File: src/hdl/glos_pkg.sv
// Shared types and constants for the grid line-of-sight tracer.
// Used by every module under hdl except glos_ram; depends on nothing.
package glos_pkg;

  // Tile geometry and map limits.
  localparam int TILE_LOG2   = 8;
  localparam int MAP_DIM_MAX = 64;
  localparam int TILE_BITS   = 8;
  localparam int TILE        = 1 << TILE_LOG2;

  // Port widths fixed by the item fields.
  localparam int COORD_W = 16;
  localparam int TADDR_W = 12;
  localparam int TVAL_W  = 8;
  localparam int CFG_W   = 7;
  localparam int CIDX_W  = 1;

  // Derived internal widths.
  localparam int STORE_DEPTH = MAP_DIM_MAX * MAP_DIM_MAX;
  localparam int ADDR_W      = $clog2(STORE_DEPTH);
  localparam int DIM_W       = ($clog2(MAP_DIM_MAX + 1) > CFG_W) ?
                               $clog2(MAP_DIM_MAX + 1) : CFG_W;
  localparam int DELTA_W     = COORD_W + 1;
  localparam int OFS_W       = DELTA_W + 1;
  localparam int CELL_W      = COORD_W - TILE_LOG2 + 2;
  localparam int LIN_W       = CELL_W + DIM_W + 1;
  localparam int PROD_W      = OFS_W + DELTA_W;
  localparam int ACC_W       = PROD_W - 1;

  localparam logic [TVAL_W-1:0] TILE_MASK = TVAL_W'((64'd1 << TILE_BITS) - 64'd1);

  // Job queue between the front end and the walker.
  localparam int QUEUE_DEPTH = 4;
  localparam int QPTR_W      = $clog2(QUEUE_DEPTH);

  // Command codes of an input item.
  localparam logic CMD_WRITE = 1'b0;
  localparam logic CMD_TRACE = 1'b1;

  // Configuration register indexes.
  localparam logic [CIDX_W-1:0] REG_MAP_WIDTH  = 1'b0;
  localparam logic [CIDX_W-1:0] REG_MAP_HEIGHT = 1'b1;

  typedef enum logic [1:0] {
    JOB_WRITE,
    JOB_SKIP,
    JOB_TRACE,
    JOB_EMPTY
  } glos_kind_t;

  typedef struct packed {
    glos_kind_t                 kind;
    logic [ADDR_W-1:0]          waddr;
    logic                       wall;
    logic signed [CELL_W-1:0]   col;
    logic signed [CELL_W-1:0]   row;
    logic signed [OFS_W-1:0]    xo;
    logic signed [OFS_W-1:0]    yo;
    logic signed [DELTA_W-1:0]  dx;
    logic signed [DELTA_W-1:0]  dy;
  } glos_job_t;

  typedef struct packed {
    logic [DIM_W-1:0] w;
    logic [DIM_W-1:0] h;
  } glos_dims_t;

  typedef enum logic [2:0] {
    ST_CLEAR,
    ST_IDLE,
    ST_MUL,
    ST_STEP,
    ST_LOOK,
    ST_EMIT
  } glos_state_t;

endpackage

File: src/hdl/glos_front.sv
// Front end: decodes an input item and prepares the walker's starting values.
// Depends on glos_pkg.
module glos_front (
  input  logic                              command,
  input  logic [glos_pkg::TADDR_W-1:0]      tile_address,
  input  logic [glos_pkg::TVAL_W-1:0]       tile_value,
  input  logic signed [glos_pkg::COORD_W-1:0] start_x,
  input  logic signed [glos_pkg::COORD_W-1:0] start_y,
  input  logic signed [glos_pkg::COORD_W-1:0] end_x,
  input  logic signed [glos_pkg::COORD_W-1:0] end_y,
  output glos_pkg::glos_job_t               job
);

  logic signed [glos_pkg::DELTA_W-1:0] dx;
  logic signed [glos_pkg::DELTA_W-1:0] dy;
  logic [glos_pkg::OFS_W-1:0]          frac_x;
  logic [glos_pkg::OFS_W-1:0]          frac_y;

  assign dx = glos_pkg::DELTA_W'(end_x) - glos_pkg::DELTA_W'(start_x);
  assign dy = glos_pkg::DELTA_W'(end_y) - glos_pkg::DELTA_W'(start_y);

  assign frac_x = {{(glos_pkg::OFS_W - glos_pkg::TILE_LOG2){1'b0}},
                   start_x[glos_pkg::TILE_LOG2-1:0]};
  assign frac_y = {{(glos_pkg::OFS_W - glos_pkg::TILE_LOG2){1'b0}},
                   start_y[glos_pkg::TILE_LOG2-1:0]};

  always_comb begin
    job.waddr = glos_pkg::ADDR_W'(tile_address);
    job.wall  = (tile_value & glos_pkg::TILE_MASK) != '0;
    // Arithmetic shift rounds toward minus infinity, which is the tile index.
    job.col   = glos_pkg::CELL_W'(start_x >>> glos_pkg::TILE_LOG2);
    job.row   = glos_pkg::CELL_W'(start_y >>> glos_pkg::TILE_LOG2);
    job.xo    = (dx[glos_pkg::DELTA_W-1] ? '0 : glos_pkg::OFS_W'(glos_pkg::TILE)) - frac_x;
    job.yo    = (dy[glos_pkg::DELTA_W-1] ? '0 : glos_pkg::OFS_W'(glos_pkg::TILE)) - frac_y;
    job.dx    = dx;
    job.dy    = dy;
    if (command == glos_pkg::CMD_WRITE) begin
      if (32'(tile_address) < glos_pkg::STORE_DEPTH) begin
        job.kind = glos_pkg::JOB_WRITE;
      end else begin
        job.kind = glos_pkg::JOB_SKIP;
      end
    end else if (dx == '0 && dy == '0) begin
      job.kind = glos_pkg::JOB_EMPTY;
    end else begin
      job.kind = glos_pkg::JOB_TRACE;
    end
  end

endmodule

File: config.mk
export PLATFORM = sky130hd
export DESIGN_NAME = glos_front
export DESIGN_NICKNAME = d
export VERILOG_FILES = /design/src/hdl/glos_pkg.sv /design/src/hdl/glos_front.sv
export SDC_FILE = /design/constraint.sdc
export NUM_CORES = 1
export LEC_CHECK = 0
export BUFFER_PORTS_ARGS = -buffer_cell sky130_fd_sc_hd__buf_2
export CAP_MARGIN = 40
export CORE_ASPECT_RATIO = 1.4
export CORE_UTILIZATION = 35
export DETAILED_ROUTE_END_ITERATION = 12
export PLACE_DENSITY = 0.74
export SYNTH_ARGS = -nofsm -noshare
export SYNTH_HDL_FRONTEND = slang
export SYNTH_SLANG_ARGS = --single-unit
File: constraint.sdc
create_clock -name vclk -period 4.4
set_clock_uncertainty 0.1 [all_clocks]
set_input_delay 0.44 -clock vclk [all_inputs]
set_output_delay 0.44 -clock vclk [all_outputs]
set_load 0.03 [all_outputs]
==> impl_metrics.ini <==
[route]
drt_wl_total_um = 7020
drt_iter0_drc = 86
num_vias = 2909
drc = 0
dr.pass1.iters = 4
vias_per_cell = 5.07
ant_nets = 0
wl_per_cell_um = 12.2

[grt]
overflow = 0
grt_max_degree = 12
grt_pass1_vias = 2505
antenna_found_initial = 0
grtUsageTotal = 0.175
grt_pass1_wl_um = 10900

[power_and_ir_drop]
p_leak_nw = 1.67
ir_drop_v = 0.000100
p_per_area_mw_per_mm2 = 222
power_mw = 0.680

[sta]
period_share = 0.948
grt_setup_unrepaired = false
slew_headroom = 0.507
period_minus_slack_ns = 4.17
tightest_slew_ns = 0.721
slew_violations = 0
finalSetupTns_ns = 0
whs_ns = 0.780
max_clock_freq_ghz = 0.240
hold_violations = 0
setup_violations = 0

[synth]
synth_simple_gate_area_frac = 0.261
synth.area.mux_share = 0.00792
yosys.area.top_type_share = 0.168
synth_area_leader_cell = ha_1
synth_top_family_by_area = simple AND/OR/NAND/NOR gates
yosysMostFrequentCell = buf_4
ys_seq_area_frac = 0
synth_area_leaders = ha_1 17%, buf_4 15%, inv_1 7.4%
yosys.area_share.adder = 0.184
synth_common_cells = 51 x buf_4, 50 x inv_1, 34 x ha_1, 23 x nor2_1, 22 x a21oi_1
synth_cell_types = 57
synthCells = 370
synth_xor_xnor_area_share = 0.104
synth-compound-area-share = 0.207
synthesis.nets = 491
syn_area_per_cell_um2 = 6.83
syn_area_mm2 = 0.00253
ys.warnings.count = 0

[final_layout]
post-route-cell-area_mm2 = 0.00307
clock_buffers = 0
layout-drive-gt1-share = 0.370
seqCellArea_um2 = 0
syn2layout_area_growth_pct = 21.4
fillers = 725
diodes = 0
nets = 602
seq_cells = 0

[cts]
cts_hold_buffers = 0
ctsResizeCount = 0
cts_setup_buffers = 0

[min_path]
hp-class = primary input to primary output

[setup_path]
crit_required_ns = 3.86
arrival_ns = 3.63
crit_fanout = 6
end_kind = primary output
critPathLaunchType = primary input
worstSetupPathType = primary input to primary output

[die]
io_pins = 190
num_rows = 36
dieArea_mm2 = 0.00757
start_util = 0.362
die_w_um = 73.8
die_h_um = 103
core_mm2 = 0.00698

[place]
portBuffers = 166
placed_cell_area_mm2 = 0.00307
dp_hpwl_um = 6280
place_congestion = 0.803

[job]
cap_violations = 0

[run_status]
status = finished clean
## final timing paths
kind	from	endpoint	slack (ns)	depth (start not counted)
worst min-delay path	tile_address[0]	job[91]	0.78	0
worst max-delay path	start_x[0]	job[103]	0.23	12
## power by group
part	internal (mW)	total, mW	switching (mW)
clock	0	0	0
sequential	0	0	0
combinational	0.221	0.680	0.459
total	0.221	0.680	0.459
## area by class of cell
| class | instances | area [µm²] | area share |
|---|---|---|---|
| repair buffers | 166 | 831 | 0.271 |
| inverters | 50 | 188 | 0.0612 |
| multi-input cells | 263 | 1930 | 0.629 |
| well taps | 95 | 119 | 0.0387 |
## worst max-delay path, stage by stage
cell,delay (ns)
buf_2,0.14
ha_1,0.23
fa_1,0.46
xnor2_1,0.18
nor3_1,0.18
nand3_1,0.09
a2111oi_0,0.67
o2111ai_1,0.23
nor4_1,0.40
o2111ai_1,0.18
nor4_2,0.17
buf_2,0.24
## per-stage QoR
| step | cells | util | worst slack (ns) |
|---|---|---|---|
| 2_1_floorplan | 370 | - | 0.531 |
| 3_3_place_gp | 574 | 0.439 | 0.439 |
| 3_5_place_dp | 574 | 0.439 | 0.151 |
| 4_1_cts | 574 | 0.439 | 0.152 |
| 5_1_grt | 574 | 0.439 | 0.00853 |
| 6_report | 574 | 0.439 | 0.228 |
## routing by layer
| metal | wire length, µm | track usage |
|---|---|---|
| met1 | 2750 | 0.196 |
| met2 | 3760 | 0.353 |
| met3 | 421 | 0.0117 |
| met4 | 81 | 0.0325 |
| met5 | 0 | 0 |
## logic make-up (layout without fill, tap and decap cells)
group / Yosys count / after routing
buffers and inverters: 107 / 216
xor gates and xnor gates: 30 / 30
AOI/OAI and AO/OA: 77 / 77
adders and majority gates: 36 / 36
muxes: 2 / 2
and+or+nand+nor: 118 / 118
## placed cells by master, fill, tap and decap left out, types with 2 or more instances in the layout
master     Yosys  layout
a2111oi_0      3       3
a211o_1        2       2
a211oi_1       5       5
a21boi_0       2       2
a21o_1         4       4
a21oi_1       22      22
a22oi_1        2       2
a311oi_1       2       2
a31oi_1        3       3
and2_1         3       3
and3_1         3       3
and4_1         2       2
buf_2          3     166
fa_1           2       2
ha_1          34      34
inv_1         50      50
mux2i_1        2       2
nand2_1       19      19
nand2b_1       7       7
nand3_1       11      11
nand3b_1       2       2
nand4_1        6       6
nor2_1        23      23
nor2b_1        5       5
nor3_1         9       9
nor3b_1        3       3
nor4_1         7       7
nor4_2         2       2
o2111ai_1      2       2
o21a_1         3       3
o21ai_0       11      11
o21ai_1        2       2
o21bai_1       2       2
o31a_1         2       2
or2_2          2       2
or3_1          4       4
or4_1          4       4
xnor2_1       21      21
xor2_1         9       9
No activity file was read; power rests on OpenSTA's default activity.
