### config.mk
export PLATFORM = sky130hd
export DESIGN_NAME = glos_queue
export DESIGN_NICKNAME = d
export VERILOG_FILES = /design/src/hdl/glos_pkg.sv /design/src/hdl/glos_queue.sv
export SDC_FILE = /design/constraint.sdc
export NUM_CORES = 1
export LEC_CHECK = 0
export BUFFER_PORTS_ARGS = -buffer_cell sky130_fd_sc_hd__buf_2
export CORE_MARGIN = 2
export CORE_UTILIZATION = 40
export DETAILED_ROUTE_END_ITERATION = 16
export PLACE_DENSITY = 0.66
export SYNTH_ARGS = -nofsm -noshare
export SYNTH_HDL_FRONTEND = slang
export SYNTH_SLANG_ARGS = --single-unit
### constraint.sdc
create_clock -name clk -period 4.5 [get_ports clk]
set_input_delay 0 -clock clk [delete_from_list [all_inputs] [get_ports clk]]
set_output_delay 0 -clock clk [all_outputs]
set_load 0.01 [all_outputs]
### src/hdl/glos_pkg.sv
// Shared types and constants for the grid line-of-sight tracer.
// Used by every module under hdl except glos_ram; depends on nothing.
package glos_pkg;

  // Tile geometry and map limits.
  localparam int TILE_LOG2   = 8;
  localparam int MAP_DIM_MAX = 64;
  localparam int TILE_BITS   = 8;
  localparam int TILE        = 1 << TILE_LOG2;

  // Port widths fixed by the item fields.
  localparam int COORD_W = 16;
  localparam int TADDR_W = 12;
  localparam int TVAL_W  = 8;
  localparam int CFG_W   = 7;
  localparam int CIDX_W  = 1;

  // Derived internal widths.
  localparam int STORE_DEPTH = MAP_DIM_MAX * MAP_DIM_MAX;
  localparam int ADDR_W      = $clog2(STORE_DEPTH);
  localparam int DIM_W       = ($clog2(MAP_DIM_MAX + 1) > CFG_W) ?
                               $clog2(MAP_DIM_MAX + 1) : CFG_W;
  localparam int DELTA_W     = COORD_W + 1;
  localparam int OFS_W       = DELTA_W + 1;
  localparam int CELL_W      = COORD_W - TILE_LOG2 + 2;
  localparam int LIN_W       = CELL_W + DIM_W + 1;
  localparam int PROD_W      = OFS_W + DELTA_W;
  localparam int ACC_W       = PROD_W - 1;

  localparam logic [TVAL_W-1:0] TILE_MASK = TVAL_W'((64'd1 << TILE_BITS) - 64'd1);

  // Job queue between the front end and the walker.
  localparam int QUEUE_DEPTH = 4;
  localparam int QPTR_W      = $clog2(QUEUE_DEPTH);

  // Command codes of an input item.
  localparam logic CMD_WRITE = 1'b0;
  localparam logic CMD_TRACE = 1'b1;

  // Configuration register indexes.
  localparam logic [CIDX_W-1:0] REG_MAP_WIDTH  = 1'b0;
  localparam logic [CIDX_W-1:0] REG_MAP_HEIGHT = 1'b1;

  typedef enum logic [1:0] {
    JOB_WRITE,
    JOB_SKIP,
    JOB_TRACE,
    JOB_EMPTY
  } glos_kind_t;

  typedef struct packed {
    glos_kind_t                 kind;
    logic [ADDR_W-1:0]          waddr;
    logic                       wall;
    logic signed [CELL_W-1:0]   col;
    logic signed [CELL_W-1:0]   row;
    logic signed [OFS_W-1:0]    xo;
    logic signed [OFS_W-1:0]    yo;
    logic signed [DELTA_W-1:0]  dx;
    logic signed [DELTA_W-1:0]  dy;
  } glos_job_t;

  typedef struct packed {
    logic [DIM_W-1:0] w;
    logic [DIM_W-1:0] h;
  } glos_dims_t;

  typedef enum logic [2:0] {
    ST_CLEAR,
    ST_IDLE,
    ST_MUL,
    ST_STEP,
    ST_LOOK,
    ST_EMIT
  } glos_state_t;

endpackage

### src/hdl/glos_queue.sv
// Small job queue that decouples the front end from the walker.
// Depends on glos_pkg.
module glos_queue (
  input  logic                clk,
  input  logic                rst,
  input  logic                push,
  input  glos_pkg::glos_job_t push_job,
  output logic                full,
  input  logic                pop,
  output logic                head_valid,
  output glos_pkg::glos_job_t head_job
);

  glos_pkg::glos_job_t           slots [glos_pkg::QUEUE_DEPTH];
  logic [glos_pkg::QPTR_W-1:0]   wr_ptr;
  logic [glos_pkg::QPTR_W-1:0]   rd_ptr;
  logic [glos_pkg::QPTR_W:0]     count;

  assign full       = count == (glos_pkg::QPTR_W + 1)'(glos_pkg::QUEUE_DEPTH);
  assign head_valid = count != '0;
  assign head_job   = slots[rd_ptr];

  always_ff @(posedge clk) begin
    if (push) begin
      slots[wr_ptr] <= push_job;
    end
  end

  always_ff @(posedge clk) begin
    if (rst) begin
      wr_ptr <= '0;
      rd_ptr <= '0;
      count  <= '0;
    end else begin
      if (push) begin
        wr_ptr <= wr_ptr + 1'b1;
      end
      if (pop) begin
        rd_ptr <= rd_ptr + 1'b1;
      end
      if (push && !pop) begin
        count <= count + 1'b1;
      end else if (pop && !push) begin
        count <= count - 1'b1;
      end
    end
  end

endmodule

==> impl_metrics.env, run 1 <==
export IMPL_synthToLayoutAreaGrowth_pct=26.30
export IMPL_synth_net_count=708
export IMPL_drt_wl_total_mm=29.28
export IMPL_yosysTopAreaCell="edfxtp_1"
export IMPL_hold_class="in2reg"
export IMPL_dpl_hpwl_mm=16.49
export IMPL_h_tree_depth=2
export IMPL_slew_headroom_pct=49.25
export IMPL_die_h_um=201.4
export IMPL_ios=216
export IMPL_yosys_area_top_type_share_pct=80.89
export IMPL_arrival_ps=2490
export IMPL_setup_tns_final_ps=0
export IMPL_dp_cells=1309
export IMPL_synthCells=593
export IMPL_core_area_um2=38560
export IMPL_synthSimpleGateAreaFrac_pct=0.4815
export IMPL_critPathCaptureType="output pin"
export IMPL_cts_hold_buf=109
export IMPL_worst_pin_slew_ps=761.2
export IMPL_setup_viol_count_final=0
export IMPL_drv_cap=0
export IMPL_post_route_min_period_ps=2490
export IMPL_post_cts_buffers=0
export IMPL_grt_ovfl_total=0
export IMPL_rsz0062_at_grt="no"
export IMPL_timing_hold_violations_final=0
export IMPL_synth_seq_cells=429
export IMPL_synthXorXnorAreaFrac_pct=0.2809
export IMPL_yosysSeqAreaShare_pct=82.04
export IMPL_place_ws_ps=2403
export IMPL_critPathMaxFanout=30
export IMPL_grt_max_degree=65
export IMPL_drt_iter0_markers=405
export IMPL_wl_per_cell_um=19.60
export IMPL_cts_clk_slew_worst_paths_ps=60
export IMPL_ys_types=21
export IMPL_nets=1061
export IMPL_crit_path_start_kind="flip-flop"
export IMPL_cts_tree="done"
export IMPL_finClkSkew_ps=10.54
export IMPL_diodes=0
export IMPL_syn_cell_area_um2=15590
export IMPL_muxShareOfSynthArea_pct=15.29
export IMPL_cts_sinks=429
export IMPL_status="complete, no violations"
export IMPL_grt_pass1_vias=7959
export IMPL_final_cells=1494
export IMPL_cts_buffers=44
export IMPL_drc=0
export IMPL_nFillCells=3129
export IMPL_die_x_um=201.4
export IMPL_irDropWorstVdd_mv=0.3447
export IMPL_leakagePower_nw=6.652
export IMPL_yosys_warnings=0
export IMPL_drv_slew=0
export IMPL_vias_per_cell=4.847
export IMPL_ant_nets=0
export IMPL_synth_avg_cell_area_um2=26.29
export IMPL_io_buffer_count=215
export IMPL_antenna_found_initial=0
export IMPL_cts_root_buf="clkbuf_16"
export IMPL_synthAdderAreaFrac_pct=0.5296
export IMPL_initial_core_util_pct=40.44
export IMPL_synth_top_family_by_area="multiplexers"
export IMPL_power_density_nw_per_um2=450.3
export IMPL_grt_total_usage_pct=14.75
export IMPL_worst_slack_ps=2010
export IMPL_synth_area_leaders="edfxtp_1, mux4_2, dfxtp_1"
export IMPL_synth_compound_area_share_pct=0.06420
export IMPL_routed_via_count=7242
export IMPL_grt_pass1_wl_mm=45.58
export IMPL_clock_path_buffers=3
export IMPL_clk_latency_ps=540
export IMPL_drive_above_1_share_pct=40.27
export IMPL_whs_ps=193.5
export IMPL_cts_resized=0
export IMPL_clock_fmax_mhz=401.6
export IMPL_gp_congestion=0.6794
export IMPL_num_rows=72
export IMPL_finalCritPeriodShare_pct=55.34
export IMPL_required_ps=4500
export IMPL_die_area_um2=40580
export IMPL_drt_pass1_iter_count=4
export IMPL_worstSetupPathType="reg2out"
## registers in the layout (all words and copies together), names as in the netlist, named ones only
register,count
slots,420
count,3
rd_ptr,2
wr_ptr,2
## worst max-delay path, stage by stage, from the launching register on
cell,delay (ps)
dfxtp_4,580
buf_4,560
mux4_2,610
buf_2,160
## through the flow
| step | utilization, % | instance area, um^2 | power [mW] |
|---|---|---|---|
| after floorplan | - | 15590 | 5.230 |
| after global placement | 44.82 | 17280 | 5.555 |
| after detailed placement | 44.82 | 17280 | 5.575 |
| after CTS | 51.07 | 19690 | 9.013 |
| after global routing | 51.07 | 19690 | 9.206 |
| final | 51.07 | 19690 | 8.868 |
## cells in the mapped netlist
cell / number
mux4_2: 105
buf_12: 1
mux2i_1: 2
buf_6: 1
xnor2_1: 2
nor2_1: 7
or3_1: 2
buf_8: 5
inv_1: 4
o21ai_0: 1
clkbuf_1: 6
and2_1: 4
fa_1: 1
a21oi_1: 1
xor2_1: 3
edfxtp_1: 420
nand2_1: 1
buf_2: 12
dfxtp_1: 9
nor3b_1: 1
ha_1: 5
## worst paths after layout
kind | startpoint | to | slack [ps] | depth (start not counted)
min | push_job[58] | slots[0][58] | 190 | 2
max reg2reg | wr_ptr[0] | slots[2][95] | 2420 | 4
min reg2reg | rd_ptr[1] | rd_ptr[1] | 530 | 2
max | flip-flop | head_job[70] | 2010 | 3
## kinds of logic after synthesis
family / Yosys count
DFF: 429
and+or+nand+nor: 15
adders and majority gates: 6
xor gates and xnor gates: 5
buffers and inverters: 29
AOI/OAI and AO/OA: 2
muxes: 107
## metal layers
metal,global-route usage [%],vias up,part of all wire (%)
li1,-,3255,-
met1,19.34,3753,43
met2,24.30,193,49
met3,3.580,41,5.8
met4,5.016,0,2.0
met5,0,-,0
## area by class of cell
type,instances,area (um^2),share of cell area (%)
flip-flops and latches,429,12800,65.00
clock buffers,60,1212,6.157
clock inverters,16,108.9,0.5528
repair buffers,332,2302,11.69
inverters,4,15.01,0.07624
multi-input cells,135,2606,13.23
well taps,518,648.1,3.291
## layout by cell type, fill, tap and decap left out
cell type	instances
o21ai_0	1
clkbuf_16	45
inv_1	4
bufinv_16	1
clkinv_2	7
clkinv_4	2
a21oi_1	1
nor3b_1	1
and2_4	4
dlygate4sd3_1	109
or3_1	2
buf_4	2
clkinvlp_4	1
clkbuf_1	12
buf_12	6
nor2_1	7
buf_2	215
nand2_1	1
fa_1	1
clkinv_1	5
mux2i_1	2
dfxtp_4	2
edfxtp_1	420
ha_1	5
clkbuf_8	3
dfxtp_1	7
mux4_2	105
xor2_1	3
xnor2_1	2
## power by group
part / switching [mW] / internal [mW]
Sequential: 0.0661 / 4.59
Clock: 1.39 / 1.94
Combinational: 0.446 / 0.438
Total: 1.90 / 6.97
Note: power is estimated with default switching activity, not from simulation.
==> run 2, diff against run 1 <==
--- a/config.mk
+++ b/config.mk
@@ -9,7 +9,7 @@
 export CORE_MARGIN = 2
 export CORE_UTILIZATION = 40
 export DETAILED_ROUTE_END_ITERATION = 16
-export PLACE_DENSITY = 0.66
+export PLACE_DENSITY = 0.68
 export SYNTH_ARGS = -nofsm -noshare
 export SYNTH_HDL_FRONTEND = slang
 export SYNTH_SLANG_ARGS = --single-unit
==> constraint.sdc (replaced) <==
create_clock -name clk -period 2.2 [get_ports clk]
set_input_delay 0 -clock clk [delete_from_list [all_inputs] [get_ports clk]]
set_output_delay 0 -clock clk [all_outputs]
set_load 0.01 [all_outputs]
==> run 2 against run 1 <==
Compared with the run above:
- wire length is 4.2% higher
- global-route usage rose by 0.52 points
- critical path depth unchanged
- clock skew grew 2.0 ps
- sequential share of layout area is 0.84 points lower
- combinational power rose by 110%
- final area increased by 1.3%
- largest cell class unchanged
==> impl_metrics.env, run 2 (synthesis results as in run 1) <==
export IMPL_final_common_cell="edfxtp_1"
export IMPL_status="complete, no violations"
export IMPL_post_route_min_period_ps=2081
export IMPL_place_ws_ps=643.6
export IMPL_total_power_mw=18.66
export IMPL_h_tree_depth=2
export IMPL_largest_reg_flops=420
export IMPL_drv_cap=0
export IMPL_die_x_um=201.4
export IMPL_postLayoutCoreUtil_pct=51.74
export IMPL_largest_register="slots"
export IMPL_power_density_nw_per_um2=935.4
export IMPL_finClkSkew_ps=12.58
export IMPL_gp_congestion=0.6977
export IMPL_antenna_found_initial=1
export IMPL_core_area_um2=38560
export IMPL_largestRegisters="slots x420, count x3"
export IMPL_place_area_um2=17450
export IMPL_whs_ps=188.2
export IMPL_worstSetupPathType="reg2out"
export IMPL_cts_root_buf="clkbuf_16"
export IMPL_diodes=0
export IMPL_cts_sinks=429
export IMPL_leakagePower_nw=6.770
export IMPL_crit_path_start_kind="flip-flop"
export IMPL_rsz0062_at_grt="no"
export IMPL_initial_core_util_pct=40.44
export IMPL_synthToLayoutAreaGrowth_pct=27.95
export IMPL_vias_per_cell=4.995
export IMPL_final_cells=1505
export IMPL_cts_tree="done"
export IMPL_num_rows=72
export IMPL_grt_total_usage_pct=15.27
export IMPL_drive_above_1_share_pct=41.03
export IMPL_irDropWorstVdd_mv=0.5774
export IMPL_cts_clk_slew_worst_paths_ps=60
export IMPL_final_cell_area_um2=19950
export IMPL_timing_hold_violations_final=0
export IMPL_arrival_ps=2080
export IMPL_drt_iter0_markers=328
export IMPL_crit_path_top_delay_cell="dfxtp_4"
export IMPL_critPathMaxFanout=25
export IMPL_ant_nets=0
export IMPL_layout_common_cells="edfxtp_1, buf_2, dlygate4sd3_1, mux4_2, clkbuf_16"
export IMPL_slowest_delay_ps=640
export IMPL_required_ps=2200
export IMPL_dpl_hpwl_mm=17.45
export IMPL_grt_max_degree=74
export IMPL_grt_pass1_vias=8317
export IMPL_nets=1069
export IMPL_critPathCaptureType="output pin"
export IMPL_setup_tns_final_ps=0
export IMPL_die_area_um2=40580
export IMPL_grt_pass1_wl_mm=47.18
export IMPL_drv_slew=0
export IMPL_worst_slack_ps=119.3
export IMPL_wl_per_cell_um=20.28
export IMPL_crit_chain="buf_4 > mux4_2 > buf_2"
export IMPL_drc=0
export IMPL_io_buffer_count=215
export IMPL_setup_viol_count_final=0
export IMPL_dp_cells=1318
export IMPL_slew_headroom_pct=59.34
export IMPL_routed_via_count=7518
export IMPL_die_h_um=201.4
export IMPL_drt_pass1_iter_count=6
export IMPL_cts_buffers=44
export IMPL_ios=216
export IMPL_clock_fmax_mhz=480.6
export IMPL_drt_wl_total_mm=30.52
export IMPL_grt_ovfl_total=0
export IMPL_worst_pin_slew_ps=610.0
export IMPL_clk_latency_ps=560
export IMPL_finalCritPeriodShare_pct=94.58
export IMPL_hold_class="in2reg"
export IMPL_clock_path_buffers=3
[run 2: changes by cell type in the layout (fill, tap and decap cells not counted), sizes merged]
cell	previous run	this run
buf	223	232
bufinv	1	5
clkbuf	60	49
clkinv	14	21
dlygate4sd3	109	108
inv	4	7
[run 2: layout make-up]
cell class | count | area (um^2)
Timing Repair Buffer | 340 | 2467
Tap cell | 518 | 648.1
Sequential cell | 429 | 12800
Clock inverter | 30 | 272.8
Fill cell | 3066 | 18610
Clock buffer | 49 | 1141
Inverter | 4 | 15.01
Multi-Input combinational cell | 135 | 2606
[run 2: worst paths after layout]
path | from | endpoint | slack (ps) | depth (start not counted)
max | flip-flop | head_job[15] | 120 | 3
min | push_job[23] | slots[3][23] | 190 | 2
max reg2reg | wr_ptr[0] | slots[0][44] | 580 | 4
min reg2reg | count[2] | count[2] | 550 | 2
[run 2: metal layers]
layer  track usage, %  share of wire, %
met1            19.66                42
met2            25.41                50
met3            3.774               6.2
met4            5.383               2.2
met5                0             0.036
[run 2: power breakdown]
group          internal (mW)  switching, mW  leakage (nW)
Sequential              9.39          0.115          3.93
Combinational          0.936          0.954          2.14
Clock                   4.31           2.96         0.695
[run 2: what timing repair did]
action,CTS,global route
resized for setup,0,1
hold endpoints to repair,429,0
endpoints found under the setup margin,0,17
hold buffers,108,0
setup buffers,0,0
[run 2: critical path, delay by kind of cell, from the launching register on]
family	cells	cell delay (ps)
DFF	1	640
buffers and inverters	2	490
muxes	1	370
